$ cat config.mk
export PLATFORM = sky130hd
export DESIGN_NAME = chunked_crc32_artifact_receiver
export DESIGN_NICKNAME = d
export VERILOG_FILES = /design/src/design/ccar_pkg.sv /design/src/design/chunked_crc32_artifact_receiver.sv
export SDC_FILE = /design/constraint.sdc
export NUM_CORES = 1
export LEC_CHECK = 0
export ABC_AREA = 1
export BUFFER_PORTS_ARGS = -buffer_cell sky130_fd_sc_hd__buf_2
export CORE_ASPECT_RATIO = 1.4
export CORE_MARGIN = 8
export CORE_UTILIZATION = 60
export CTS_BUF_LIST = sky130_fd_sc_hd__clkbuf_8
export CTS_CLUSTER_SIZE = 30
export DETAILED_ROUTE_END_ITERATION = 7
export GPL_ROUTABILITY_DRIVEN = 0
export GPL_TIMING_DRIVEN = 1
export PLACE_DENSITY_LB_ADDON = 0.1
export SETUP_SLACK_MARGIN = 0.15
export SLEW_MARGIN = 10
export SYNTH_ARGS = -nofsm -noshare
export SYNTH_HDL_FRONTEND = slang
export SYNTH_SLANG_ARGS = --single-unit
$ cat constraint.sdc
create_clock -name clk -period 9.6 [get_ports clk]
set_input_delay 1.92 -clock clk [delete_from_list [all_inputs] [get_ports clk]]
set_output_delay 1.92 -clock clk [all_outputs]
set_load 0.03 [all_outputs]
$ cat src/design/ccar_pkg.sv
// Package for the chunked CRC-32 artifact receiver.
// Holds request/response types, opcode and slot codes, and the CRC byte update.
// No dependencies.
package ccar_pkg;

    localparam int SIZE_W = 17;
    localparam int CRC_W  = 32;

    localparam logic [CRC_W-1:0] CRC_POLY = 32'hEDB8_8320;
    localparam logic [CRC_W-1:0] CRC_ONES = 32'hFFFF_FFFF;

    typedef enum logic [1:0] {
        OP_BEGIN  = 2'd0,
        OP_BYTE   = 2'd1,
        OP_ABORT  = 2'd2,
        OP_VERIFY = 2'd3
    } op_t;

    localparam logic [1:0] SLOT_NONE = 2'd0;
    localparam logic [1:0] SLOT_A    = 2'd1;
    localparam logic [1:0] SLOT_B    = 2'd2;

    localparam logic STATUS_OK  = 1'b0;
    localparam logic STATUS_REJ = 1'b1;

    typedef struct packed {
        op_t                opcode;
        logic [7:0]         instance_id;
        logic [SIZE_W-1:0]  artifact_size;
        logic [1:0]         active_slot;
        logic [7:0]         data_byte;
        logic               chunk_end;
        logic [CRC_W-1:0]   expected_crc;
    } req_t;

    typedef struct packed {
        logic               status;
        logic [1:0]         target_slot;
        logic [CRC_W-1:0]   final_crc;
        logic [SIZE_W-1:0]  received_total;
        logic               complete;
        logic               crc_match;
    } rsp_t;

    // reflected CRC-32, one byte, LSB first
    function automatic logic [CRC_W-1:0] crc_byte(input logic [CRC_W-1:0] crc_in,
                                                  input logic [7:0] data);
        logic [CRC_W-1:0] c;
        c = crc_in ^ {24'd0, data};
        for (int b = 0; b < 8; b++) begin
            c = (c >> 1) ^ (CRC_POLY & {CRC_W{c[0]}});
        end
        return c;
    endfunction

endpackage

$ cat src/design/chunked_crc32_artifact_receiver.sv
// Chunked CRC-32 artifact receiver, top level.
// Depends on ccar_pkg for request/response types and the CRC byte update.
//
// Usage:
//   Requests arrive on req/req_valid/req_ready: begin, chunk byte, abort,
//   verify. Each chunk byte folds into a tentative reflected CRC-32; the byte
//   flagged chunk_end closes the chunk, which commits only when staging is
//   active and its length equals min(CHUNK_BYTES, bytes still missing).
//   Responses leave on rsp/rsp_valid/rsp_ready: one per begin, abort, verify
//   and chunk_end byte; chunk bytes without chunk_end give none.
//   Latency: a response is valid the cycle after its request is taken.
//   Throughput: one request per cycle; the state update and CRC byte step
//   are combinational XOR logic feeding the state and response registers.
//   The response register is the only buffer: while it holds an untaken
//   response and rsp_ready is low, req_ready is low; otherwise requests
//   are taken every cycle.
//   Reset (rst_n low, asynchronous) clears staging, sets both CRCs to all
//   ones, and empties the response register. No clearing pass is needed.
module chunked_crc32_artifact_receiver
    import ccar_pkg::*;
#(
    parameter int CHUNK_BYTES        = 256,
    parameter int MAX_ARTIFACT_BYTES = 65536
)(
    input  logic clk,
    input  logic rst_n,
    input  logic req_valid,
    output logic req_ready,
    input  req_t req,
    output logic rsp_valid,
    input  logic rsp_ready,
    output rsp_t rsp
);

    localparam int CNT_W = $clog2(CHUNK_BYTES + 2);
    localparam logic [CNT_W-1:0] CNT_SAT = CNT_W'(CHUNK_BYTES + 1);
    localparam logic [SIZE_W-1:0] CHUNK_SZ = SIZE_W'(CHUNK_BYTES);
    localparam logic [SIZE_W:0] MAX_SZ =
        (MAX_ARTIFACT_BYTES >= (1 << SIZE_W)) ? {1'b0, {SIZE_W{1'b1}}}
                                             : (SIZE_W+1)'(MAX_ARTIFACT_BYTES);

    logic              staging_reg, staging_next;
    logic [1:0]        slot_reg, slot_next;
    logic [SIZE_W-1:0] total_reg, total_next;
    logic [CRC_W-1:0]  ccrc_reg, ccrc_next;
    logic [SIZE_W-1:0] cbytes_reg, cbytes_next;
    logic [CRC_W-1:0]  tcrc_reg, tcrc_next;
    logic [CNT_W-1:0]  tcnt_reg, tcnt_next;
    logic              rsp_valid_reg, rsp_valid_next;
    rsp_t              rsp_reg, rsp_next;

    logic              take;
    logic              emit;
    logic              status;
    logic [CRC_W-1:0]  crc_upd;
    logic [CNT_W-1:0]  cnt_upd;
    logic [SIZE_W-1:0] remain;
    logic [SIZE_W-1:0] exp_len;
    logic [SIZE_W-1:0] cnt_ext;
    logic              chunk_ok;
    logic              complete;

    assign req_ready = !rsp_valid_reg || rsp_ready;
    assign take      = req_valid && req_ready;
    assign rsp_valid = rsp_valid_reg;
    assign rsp       = rsp_reg;

    assign crc_upd = crc_byte(tcrc_reg, req.data_byte);
    assign cnt_upd = (tcnt_reg == CNT_SAT) ? tcnt_reg : tcnt_reg + CNT_W'(1);
    assign cnt_ext = SIZE_W'(cnt_upd);
    // committed bytes track the chunk offset until the short last chunk
    assign remain  = (total_reg > cbytes_reg) ? total_reg - cbytes_reg : '0;
    assign exp_len = (remain > CHUNK_SZ) ? CHUNK_SZ : remain;
    assign chunk_ok = staging_reg && (cnt_ext != '0) && (cnt_ext == exp_len);

    always_comb
    begin
        staging_next = staging_reg;
        slot_next    = slot_reg;
        total_next   = total_reg;
        ccrc_next    = ccrc_reg;
        cbytes_next  = cbytes_reg;
        tcrc_next    = tcrc_reg;
        tcnt_next    = tcnt_reg;
        status       = STATUS_REJ;
        emit         = 1'b1;
        unique case (req.opcode)
            OP_BEGIN:
            begin
                if (req.instance_id != 8'd0 && {1'b0, req.artifact_size} <= MAX_SZ)
                begin
                    staging_next = 1'b1;
                    slot_next    = (req.active_slot == SLOT_A) ? SLOT_B : SLOT_A;
                    total_next   = req.artifact_size;
                    ccrc_next    = CRC_ONES;
                    cbytes_next  = '0;
                    tcrc_next    = CRC_ONES;
                    tcnt_next    = '0;
                    status       = STATUS_OK;
                end
            end
            OP_BYTE:
            begin
                tcrc_next = crc_upd;
                tcnt_next = cnt_upd;
                emit      = req.chunk_end;
                if (req.chunk_end)
                begin
                    if (chunk_ok)
                    begin
                        ccrc_next   = crc_upd;
                        cbytes_next = cbytes_reg + cnt_ext;
                        status      = STATUS_OK;
                    end
                    tcrc_next = chunk_ok ? crc_upd : ccrc_reg;
                    tcnt_next = '0;
                end
            end
            OP_ABORT:
            begin
                if (staging_reg)
                begin
                    staging_next = 1'b0;
                    slot_next    = SLOT_NONE;
                    total_next   = '0;
                    ccrc_next    = CRC_ONES;
                    cbytes_next  = '0;
                    tcrc_next    = CRC_ONES;
                    tcnt_next    = '0;
                    status       = STATUS_OK;
                end
            end
            OP_VERIFY:
            begin
                status = staging_reg ? STATUS_OK : STATUS_REJ;
            end
            default:
            begin
                emit = 1'b0;
            end
        endcase
    end

    assign complete = staging_next && (cbytes_next == total_next);

    always_comb
    begin
        rsp_next.status         = status;
        rsp_next.target_slot    = slot_next;
        rsp_next.final_crc      = ccrc_next ^ CRC_ONES;
        rsp_next.received_total = cbytes_next;
        rsp_next.complete       = complete;
        rsp_next.crc_match      = (req.opcode == OP_VERIFY) && complete &&
                                  ((ccrc_next ^ CRC_ONES) == req.expected_crc);
        if (take)
        begin
            rsp_valid_next = emit;
        end
        else
        begin
            rsp_valid_next = rsp_valid_reg && !rsp_ready;
        end
    end

    always_ff @(posedge clk or negedge rst_n)
    begin
        if (!rst_n)
        begin
            staging_reg   <= 1'b0;
            slot_reg      <= SLOT_NONE;
            total_reg     <= '0;
            ccrc_reg      <= CRC_ONES;
            cbytes_reg    <= '0;
            tcrc_reg      <= CRC_ONES;
            tcnt_reg      <= '0;
            rsp_valid_reg <= 1'b0;
        end
        else
        begin
            rsp_valid_reg <= rsp_valid_next;
            if (take)
            begin
                staging_reg <= staging_next;
                slot_reg    <= slot_next;
                total_reg   <= total_next;
                ccrc_reg    <= ccrc_next;
                cbytes_reg  <= cbytes_next;
                tcrc_reg    <= tcrc_next;
                tcnt_reg    <= tcnt_next;
            end
        end
    end

    always_ff @(posedge clk)
    begin
        if (take && emit)
        begin
            rsp_reg <= rsp_next;
        end
    end

endmodule
# ---- Word-level counts from Yosys, hierarchy flattened
# Cells that the tools add are included.
dict set report word_totals {
  regBits 165
  out_inout_bits 56
  wordCells 95
  in_bits 74
}
dict set report classes {
  eq_ne 10
  add_sub_neg 3
  n_reduce_logical 18
  n_bitwise 10
  n_mux 37
  n_lt_le_gt_ge 3
}
# cell n
set ops {}
lappend ops {{31-bit by 32-bit XOR with 32-bit output} 8}
lappend ops {{32-bit two-way mux} 7}
lappend ops {{32-bit case mux with 3 select lines} 2}
lappend ops {{17-bit two-way mux} 8}
lappend ops {{17-bit case mux with 3 select lines} 1}
lappend ops {{9-bit two-way mux} 4}
lappend ops {{17-bit case mux with 2 select lines} 1}
lappend ops {{32-bit equality test} 1}
lappend ops {{32-bit inverter} 1}
lappend ops {{32-bit by 8-bit XOR with 32-bit output} 1}
lappend ops {{9-bit case mux with 3 select lines} 1}
lappend ops {{17-bit by 9-bit adder with 17-bit output} 1}
lappend ops {{17-bit equality test} 1}
lappend ops {{9-bit by 17-bit equality test with 1-bit output} 1}
lappend ops {{17-bit greater-than comparator} 1}
lappend ops {{17-bit by 9-bit greater-than comparator with 1-bit output, second input constant} 1}
lappend ops {{17-bit less-or-equal comparator, second input constant} 1}
lappend ops {{17-bit nonzero test} 1}
lappend ops {{17-bit subtractor} 1}
lappend ops {{9-bit by 1-bit adder with 9-bit output, second input constant} 1}
lappend ops {{9-bit equality test, second input constant} 1}
lappend ops {{1-bit logical AND} 9}
lappend ops {{8-bit nonzero test} 1}
lappend ops {{1-bit two-way mux} 7}
lappend ops {{13 further kinds} 19}

# ---- Depth between registers and ports, before layout
# Gate-level depths: netlist of run 1.
dict set report depth {
  word_depth 15
  ltp_mapped 38
  depth_no_buf 37
}

# ---- Worst setup path before layout of run 1
# No wires, ideal clock.
dict set report synth_timing {
  path_type {input to register}
  startpoint {input port req[69] (netlist bit)}
  endpoint {register rsp_reg, in the netlist rsp[0], enable pin}
  setup_ns 0.466
  t_required_ns 9.134
  stages 6
  path_slack_ns 3.898
  path_buffers 2
  arrival_time_ns 5.235
  cell_sequence {clkbuf_1 -> nor2_1 -> clkinv_1 -> clkbuf_1 -> nor2_1 -> nor2_1}
}
dict set report synth_between {
  elab_chain_cells 3
}
# item line_no
set synth_lines {}
lappend synth_lines {{start, declared} chunked_crc32_artifact_receiver.sv:29} ;# input req_t req,
lappend synth_lines {{2-bit by 1-bit equality test with 1-bit output} chunked_crc32_artifact_receiver.sv:87} ;# unique case (req.opcode)
lappend synth_lines {{1-bit two-way mux} chunked_crc32_artifact_receiver.sv:87}
lappend synth_lines {{1-bit logical AND} chunked_crc32_artifact_receiver.sv:196} ;# if (take && emit)
lappend synth_lines {{end signal, assigned} chunked_crc32_artifact_receiver.sv:198} ;# rsp_reg <= rsp_next;
lappend synth_lines {{end, declared} chunked_crc32_artifact_receiver.sv:50} ;# rsp_t rsp_reg, rsp_next;
# Every way passes these cells.
# A chain may end at the register's enable or synchronous reset.

==> results of run 1 <==
-- path summary, 6_finish.rpt --
kind,endpoint,startpoint
min in group asynchronous,tcnt_reg[3],rst_n
worst min-delay path,ccrc_reg[7],ccrc_reg[7]
worst min register to register,ccrc_reg[7],ccrc_reg[7]
worst max register to register,rsp[0],cbytes_reg[9]
worst max-delay path,rsp[0],cbytes_reg[9]
max in group asynchronous,cbytes_reg[12],rst_n
-- cell type report --
type / count / area share
clock buffer: 18 / 0.0177
clock inverter: 14 / 0.0115
inverter: 288 / 0.0774
multi-input combinational: 1320 / 0.495
sequential: 165 / 0.321
tap: 260 / 0.0233
timing repair buffer: 143 / 0.0539
-- stage by stage --
step / instance area [um^2] / hold slack, ns / worst slack [ns] / total power, mW / cells
after CTS: 14000 / 0.506 / 3.81 / 2.98 / 2208
after global placement: 13600 / 0.489 / 3.53 / 2.42 / 2176
after global routing: 14000 / 0.519 / 3.00 / 3.20 / 2208
after floorplan: 12800 / 0.472 / 3.90 / 2.07 / 1841
final: 14000 / 0.502 / 3.56 / 3.00 / 2208
after detailed placement: 13600 / 0.493 / 3.37 / 2.44 / 2176
-- worst min-delay path, cell delays in order, from the launching register on --
cell and delay, ns:
dfstp_2 0.38, nand2_1 0.05, o21ai_0 0.07
-- cells in the mapped netlist, types with 9 or more instances --
library cell	count	area share
nand2_1	576	0.17
inv_1	274	0.081
o21ai_0	134	0.053
nand3_1	128	0.050
nor2_1	87	0.026
xor2_1	69	0.047
dfstp_2	64	0.13
a21oi_1	59	0.023
edfxtp_1	54	0.13
clkbuf_1	53	0.016
dfrtp_1	47	0.092
o211ai_1	35	0.021
o22ai_1	30	0.015
ha_1	28	0.027
xnor2_1	26	0.018
a2bb2oi_1	25	0.017
nand4_1	23	0.011
nand3_2	14	0.011
nor3_1	14	0.0055
nand3b_1	12	0.0071
inv_2	10	0.0029
o21ai_1	9	0.0035
-- cells by family (layout without fill, tap and decap cells) --
kind of cell / after synthesis / count (layout) / synth area share
simple gates: 885 / 885 / 0.301
xor+xnor: 96 / 96 / 0.0665
flops: 165 / 165 / 0.351
fa+ha+maj: 30 / 30 / 0.0306
compound gates: 309 / 309 / 0.143
buf+inv: 356 / 463 / 0.109
-- power by group through the flow --
stage / logic [mW] / clock network [mW] / registers, mW
after floorplan: 1.07 / 0 / 0.992
after global placement: 1.45 / 0 / 0.972
after detailed placement: 1.47 / 0 / 0.973
after CTS: 1.48 / 0.539 / 0.962
after global routing: 1.66 / 0.563 / 0.976
final: 1.50 / 0.533 / 0.965
-- per-layer routing --
layer / up-vias / part of all wire / GRT usage
li1: 6141 / - / -
met1: 5823 / 0.36 / 0.314
met2: 524 / 0.51 / 0.557
met3: 178 / 0.053 / 0.0539
met4: 0 / 0.070 / 0.218
met5: - / 0 / 0
==> qor.yml, run 1 <==
drv_cap: 0
clock-sinks: 165
multi_input_area_um2: 6920
vdd_ir_drop_max_mv: 0.127
synth_nets: 1945
firstDrtPassIters: 6
critPathCaptureType: "flip-flop"
nFillCells: 1937
dpl.hpwl_mm: 29.8
crit_top_cell: "nand2_1"
r2r_slack_ns: 3.56
netSwitchingPower_mw: 1.37
start_util: 0.606
critPathBufInv: 2
postCtsHoldBufs: 0
cts_resized: 0
slew_violations: 0
regArea_um2: 4480
tritoncts: "yes"
grt_use_total: 0.307
critPathMaxFanout: 32
most-common-layout-cells: "nand2_1, inv_1, o21ai_0"
p_leak_nw: 7.04
clock_skew_ns: 0.0142
p_clk_frac: 0.178
seqPwrFrac: 0.322
finalSetupViolations: 0
synth.avg_cell_area_um2: 6.93
post_cts_buffers: 0
clk_path_buf_depth: 2
slowest_stage: "nor2_1"
hp-class: "reg -> reg"
hold-path-cell-count: 2
drt-initial-drc-count: 1153
rsz0062_at_grt: "false"
rr_worst_depth: 31
largest_reg_flops: 54
num-nets-final: 2039
ys.flop_type: "dfstp_2"
worst_pin_slew_ns: 1.18
grt_pass1_wl_mm: 63.9
finalCriticalPeriod_ns: 6.04
worst_ep_arrival_time_ns: 6.38
num_vias: 12666
cts_buffers: 17
final_core_util: 0.664
cts_root_buf: "clkbuf_8"
drt_wl_total_mm: 40.1
core_region_area_um2: 21000
synthDistinctLibCells: 45
antenna_found_initial: 0
synth-seq-cells: 165
wl_per_cell_um: 18.2
required_ns: 9.94
drc: 0
synth-async-reset-ratio: 0.673
power_density_nw_per_um2: 215
die_w_um: 139
num_rows: 63
setup-tns-final_ns: 0
synth_warnings: 0
via_per_inst: 5.74
htree_levels: 4
fmaxAchievable_mhz: 166
netlist_area_um2: 12800
sw_frac_of_total: 0.457
combPwrFrac: 0.500
grt_pass1_vias: 12342
p_int_mw: 1.63
yosysSeqAreaShare: 0.351
layout_commonest_cell: "nand2_1"
die_h_um: 189
max_slew_margin: 0.209
numPortBuffers: 129
worstSetupPathType: "reg -> reg"
finalHoldViolCount: 0
antennaDiodeCount: 0
clkLatencyLatePin_ns: 0.49
crit_family: "simple AND/OR/NAND/NOR gates"
run_status: "finished clean"
syn_inst: 1841
cp.depth: 31
grt_overflow: 0
grt_max_degree: 82
die-area_um2: 26300
drive_gt1_frac: 0.150
antenna_left: 0
io_pins: 130
slowest_delay_ns: 0.87
clkTransAtPathRegs_ns: 0.09
area_growth_pct: 9.42
start_kind: "flip-flop"
synth_edf_count: 54
fin_crit_sh: 0.629
No activity file was read; power rests on OpenSTA's default activity.
==> run 2: changes to the inputs <==
==> constraint.sdc (replaced) <==
create_clock -name clk -period 5.71 [get_ports clk]
set_input_delay 1.142 -clock clk [delete_from_list [all_inputs] [get_ports clk]]
set_output_delay 1.142 -clock clk [all_outputs]
set_load 0.03 [all_outputs]
==> qor.yml, run 2 (same netlist as run 1, synthesis figures left out) <==
antenna_found_initial: 0
clkTransAtPathRegs_ns: 0.09
hold-path-cell-count: 2
worstSetupPathType: "reg -> reg"
hold_path_end: "ccrc_reg[30]"
p_int_mw: 2.82
r2r_slack_ns: 0.70
htree_levels: 4
finalPower_mw: 5.18
drv_cap: 0
critPathCaptureType: "flip-flop"
slew_violations: 0
power_density_nw_per_um2: 368
dp_cells: 2185
antennaDiodeCount: 0
clock-sinks: 165
die_h_um: 189
num_vias: 12851
layout_commonest_cell: "nand2_1"
firstDrtPassIters: 6
clk_path_buf_depth: 2
most-common-layout-cells: "nand2_1, inv_1, o21ai_0"
worst_pin_slew_ns: 1.30
netSwitchingPower_mw: 2.36
tritoncts: "yes"
p_leak_nw: 7.11
layout_setup_ws_ns: 0.703
grt_pass1_vias: 12572
via_per_inst: 5.80
start_util: 0.606
dpl.hpwl_mm: 30.9
wl_per_cell_um: 19.0
cts_buffers: 17
die_w_um: 139
grt_use_total: 0.320
numPortBuffers: 129
largest_reg_flops: 54
critPathMaxFanout: 32
slowest_delay_ns: 0.44
p_clk_frac: 0.190
crit_top_cell: "nand2_1"
rsz0062_at_grt: "false"
antenna_left: 0
grt_overflow: 0
cts_root_buf: "clkbuf_8"
cts_resized: 0
grt_pass1_wl_mm: 66.5
placed_area_um2: 13600
sw_frac_of_total: 0.455
max_slew_margin: 0.129
die-area_um2: 26300
io_pins: 130
worst_ep_arrival_time_ns: 5.36
finalCriticalPeriod_ns: 5.01
required_ns: 6.06
fmaxAchievable_mhz: 200
seqPwrFrac: 0.313
hp-start: "ccrc_reg[30]"
r2r_start: "cbytes_reg[0]"
fin_crit_sh: 0.877
fin_cells: 2217
start_kind: "flip-flop"
clock_skew_ns: 0.0186
drt-initial-drc-count: 1123
core_region_area_um2: 21000
run_status: "finished clean"
area_growth_pct: 10.3
postCtsHoldBufs: 0
r2r_end: "rsp[0]"
num-nets-final: 2048
rr_worst_depth: 34
finish.instance_area_um2: 14100
drt_wl_total_mm: 42.1
finalSetupViolations: 0
vdd_ir_drop_max_mv: 0.246
combPwrFrac: 0.497
post_cts_buffers: 0
slowest_stage: "dfrtp_1"
num_rows: 63
clkLatencyLatePin_ns: 0.49
drive_gt1_frac: 0.155
finalHoldViolCount: 0
drc: 0
pre_cts_ws_ns: 0.720
setup-tns-final_ns: 0
grt_max_degree: 51
hp-class: "reg -> reg"
## run 2: layout make-up
class / instances / area (um^2)
Inverter: 288 / 1080
Fill cell: 1879 / 6970
Timing Repair Buffer: 152 / 833
Sequential cell: 165 / 4480
Clock inverter: 14 / 196
Tap cell: 260 / 325
Clock buffer: 18 / 248
Multi-Input combinational cell: 1320 / 6920
## run 2: how the worst max path moves through the flow
| stage | depth (start not counted) | from | to | slack (ns) |
|---|---|---|---|---|
| floorplan | 6 | req[69] | rsp[0] | 0.79 |
| global placement | 15 | req[45] | tcrc_reg[28] | 0.72 |
| detailed placement | 15 | req[45] | tcrc_reg[28] | 0.72 |
| CTS | 34 | cbytes_reg[0] | rsp[0] | 0.79 |
| global route | 34 | cbytes_reg[0] | rsp[0] | 0.28 |
| finish | 34 | cbytes_reg[0] | rsp[0] | 0.70 |
## run 2: routing by layer
layer | vias to the layer above | part of all wire | track usage
li1 | 6156 | - | -
met1 | 5939 | 0.36 | 0.334
met2 | 608 | 0.51 | 0.569
met3 | 148 | 0.062 | 0.0542
met4 | 0 | 0.071 | 0.241
met5 | - | 0 | 0
## run 2: per-stage QoR
stage | hold slack, ns | utilization
after floorplan | 0.472 | -
after global placement | 0.491 | 0.648
after detailed placement | 0.498 | 0.648
after CTS | 0.512 | 0.669
after global routing | 0.520 | 0.669
final | 0.513 | 0.669
## run 2: worst max-delay path, delay by kind of cell (launching register included)
family                     cells  cell delay (ns)
buffers and inverters          3             0.41
and+or+nand+nor               29             3.39
DFF                            1             0.44
adders and majority gates      2             0.62
## run 2: power groups by stage
stage               clock network [mW]  logic, mW  registers [mW]
CTS                              0.987       2.53            1.61
floorplan                            0       1.81            1.67
detailed placement                   0       2.51            1.63
finish                           0.983       2.57            1.62
global placement                     0       2.48            1.63
global route                      1.03       2.83            1.64
==> run 3: changes to the inputs <==
--- a/config.mk
+++ b/config.mk
@@ -17,7 +17,6 @@
 export GPL_TIMING_DRIVEN = 1
 export PLACE_DENSITY_LB_ADDON = 0.1
 export SETUP_SLACK_MARGIN = 0.15
-export SLEW_MARGIN = 10
 export SYNTH_ARGS = -nofsm -noshare
 export SYNTH_HDL_FRONTEND = slang
 export SYNTH_SLANG_ARGS = --single-unit
==> constraint.sdc (replaced) <==
create_clock -name clk -period 6.05 [get_ports clk]
set_input_delay 1.21 -clock clk [delete_from_list [all_inputs] [get_ports clk]]
set_output_delay 1.21 -clock clk [all_outputs]
set_load 0.03 [all_outputs]
==> qor.yml, run 3 (same netlist as run 1, synthesis figures left out) <==
num-nets-final: 2048
critPathMaxFanout: 20
die_w_um: 139
max_slew_margin: 0.151
vdd_ir_drop_max_mv: 0.179
drt_wl_total_mm: 42.0
clkTransAtPathRegs_ns: 0.10
cts_root_buf: "clkbuf_8"
cts_buffers: 17
tritoncts: "yes"
finalCriticalPeriod_ns: 5.22
p_int_mw: 2.58
drv_cap: 0
antenna_left: 0
clkLatencyLatePin_ns: 0.49
sw_frac_of_total: 0.464
drive_gt1_frac: 0.156
timing.hold.ws_ns: 0.512
layout_commonest_cell: "nand2_1"
htree_levels: 4
slowest_delay_ns: 0.46
num_rows: 63
hp-class: "reg -> reg"
most-common-layout-cells: "nand2_1, inv_1, o21ai_0"
grt_overflow: 0
setup-tns-final_ns: 0
nFillCells: 1923
num_vias: 12964
slowest_stage: "nor2_4"
antenna_found_initial: 0
via_per_inst: 5.85
largest_reg_flops: 54
power_density_nw_per_um2: 342
die-area_um2: 26300
run_status: "finished clean"
antennaDiodeCount: 0
p_leak_nw: 7.09
fmaxAchievable_mhz: 191
grt_pass1_wl_mm: 66.4
io_pins: 130
worstSetupPathType: "reg -> reg"
required_ns: 6.39
drc: 0
die_h_um: 189
worst_pin_slew_ns: 1.27
firstDrtPassIters: 6
start_util: 0.606
clock_skew_ns: 0.0176
finalSetupViolations: 0
numPortBuffers: 129
crit_top_cell: "nand2_1"
cts_resized: 0
p_clk_frac: 0.180
rsz0062_at_grt: "false"
combPwrFrac: 0.501
final_core_util: 0.667
start_kind: "flip-flop"
drt-initial-drc-count: 1247
wl_per_cell_um: 18.9
core_region_area_um2: 21000
post_cts_buffers: 0
dpl.hpwl_mm: 31.2
worst_ep_arrival_time_ns: 5.56
clock-sinks: 165
seqPwrFrac: 0.319
critPathCaptureType: "flip-flop"
grt_max_degree: 81
postCtsHoldBufs: 0
fin_crit_sh: 0.863
finalHoldViolCount: 0
slew_violations: 0
grt_pass1_vias: 12680
grt_use_total: 0.320
area_growth_pct: 10.0
clk_path_buf_depth: 2
netSwitchingPower_mw: 2.23
## run 3: stage by stage
step,setup WS [ns],instance area [um^2],cells,total power [mW]
after global placement,0.714,13600,2185,3.86
after CTS,0.966,14000,2217,4.77
after detailed placement,0.646,13600,2185,3.90
final,0.827,14000,2217,4.80
after global routing,0.371,14000,2217,5.10
after floorplan,1.06,12800,1841,3.28
## run 3: final timing paths
check | cells after the start | start | slack, ns | endpoint
max | 35 | cbytes_reg[0] | 0.83 | rsp[0]
min | 1 | tcrc_reg[22] | 0.51 | tcrc_reg[22]
max reg2reg | 35 | cbytes_reg[0] | 0.83 | rsp[0]
min reg2reg | 1 | tcrc_reg[22] | 0.51 | tcrc_reg[22]
max in group asynchronous | 2 | rst_n | 3.96 | tcrc_reg[23]
min in group asynchronous | 1 | rst_n | 0.90 | tcnt_reg[2]
## run 3: metal layers
layer,wire (um),GRT usage,up-vias
met3,2860,0.0524,186
met5,0,0,-
met4,3430,0.252,0
met2,20800,0.560,641
li1,-,-,6151
met1,14900,0.337,5986
## run 3: power by group through the flow
stage                     sequential (mW)  clock, mW  combinational [mW]
after global routing                 1.55      0.915                2.63
after detailed placement             1.54          0                2.35
after floorplan                      1.57          0                1.70
final                                1.53      0.867                2.41
after CTS                            1.53      0.876                2.37
after global placement               1.54          0                2.32
## run 3: cell type report
class                      count  area, um^2  share of cell area
clock buffer                  18         248              0.0176
clock inverter                14         166              0.0119
inverter                     288        1080              0.0770
multi-input combinational   1320        6920               0.493
sequential                   165        4480               0.319
tap                          260         325              0.0232
timing repair buffer         152         821              0.0585
## run 3: critical path: cells and delay by family (launching register included)
kind | cells | cell delay, ns
AND/OR/NAND/NOR | 29 | 3.32
flip-flops | 1 | 0.44
buffers and inverters | 4 | 0.69
adder cells (fa/ha/maj) | 2 | 0.60
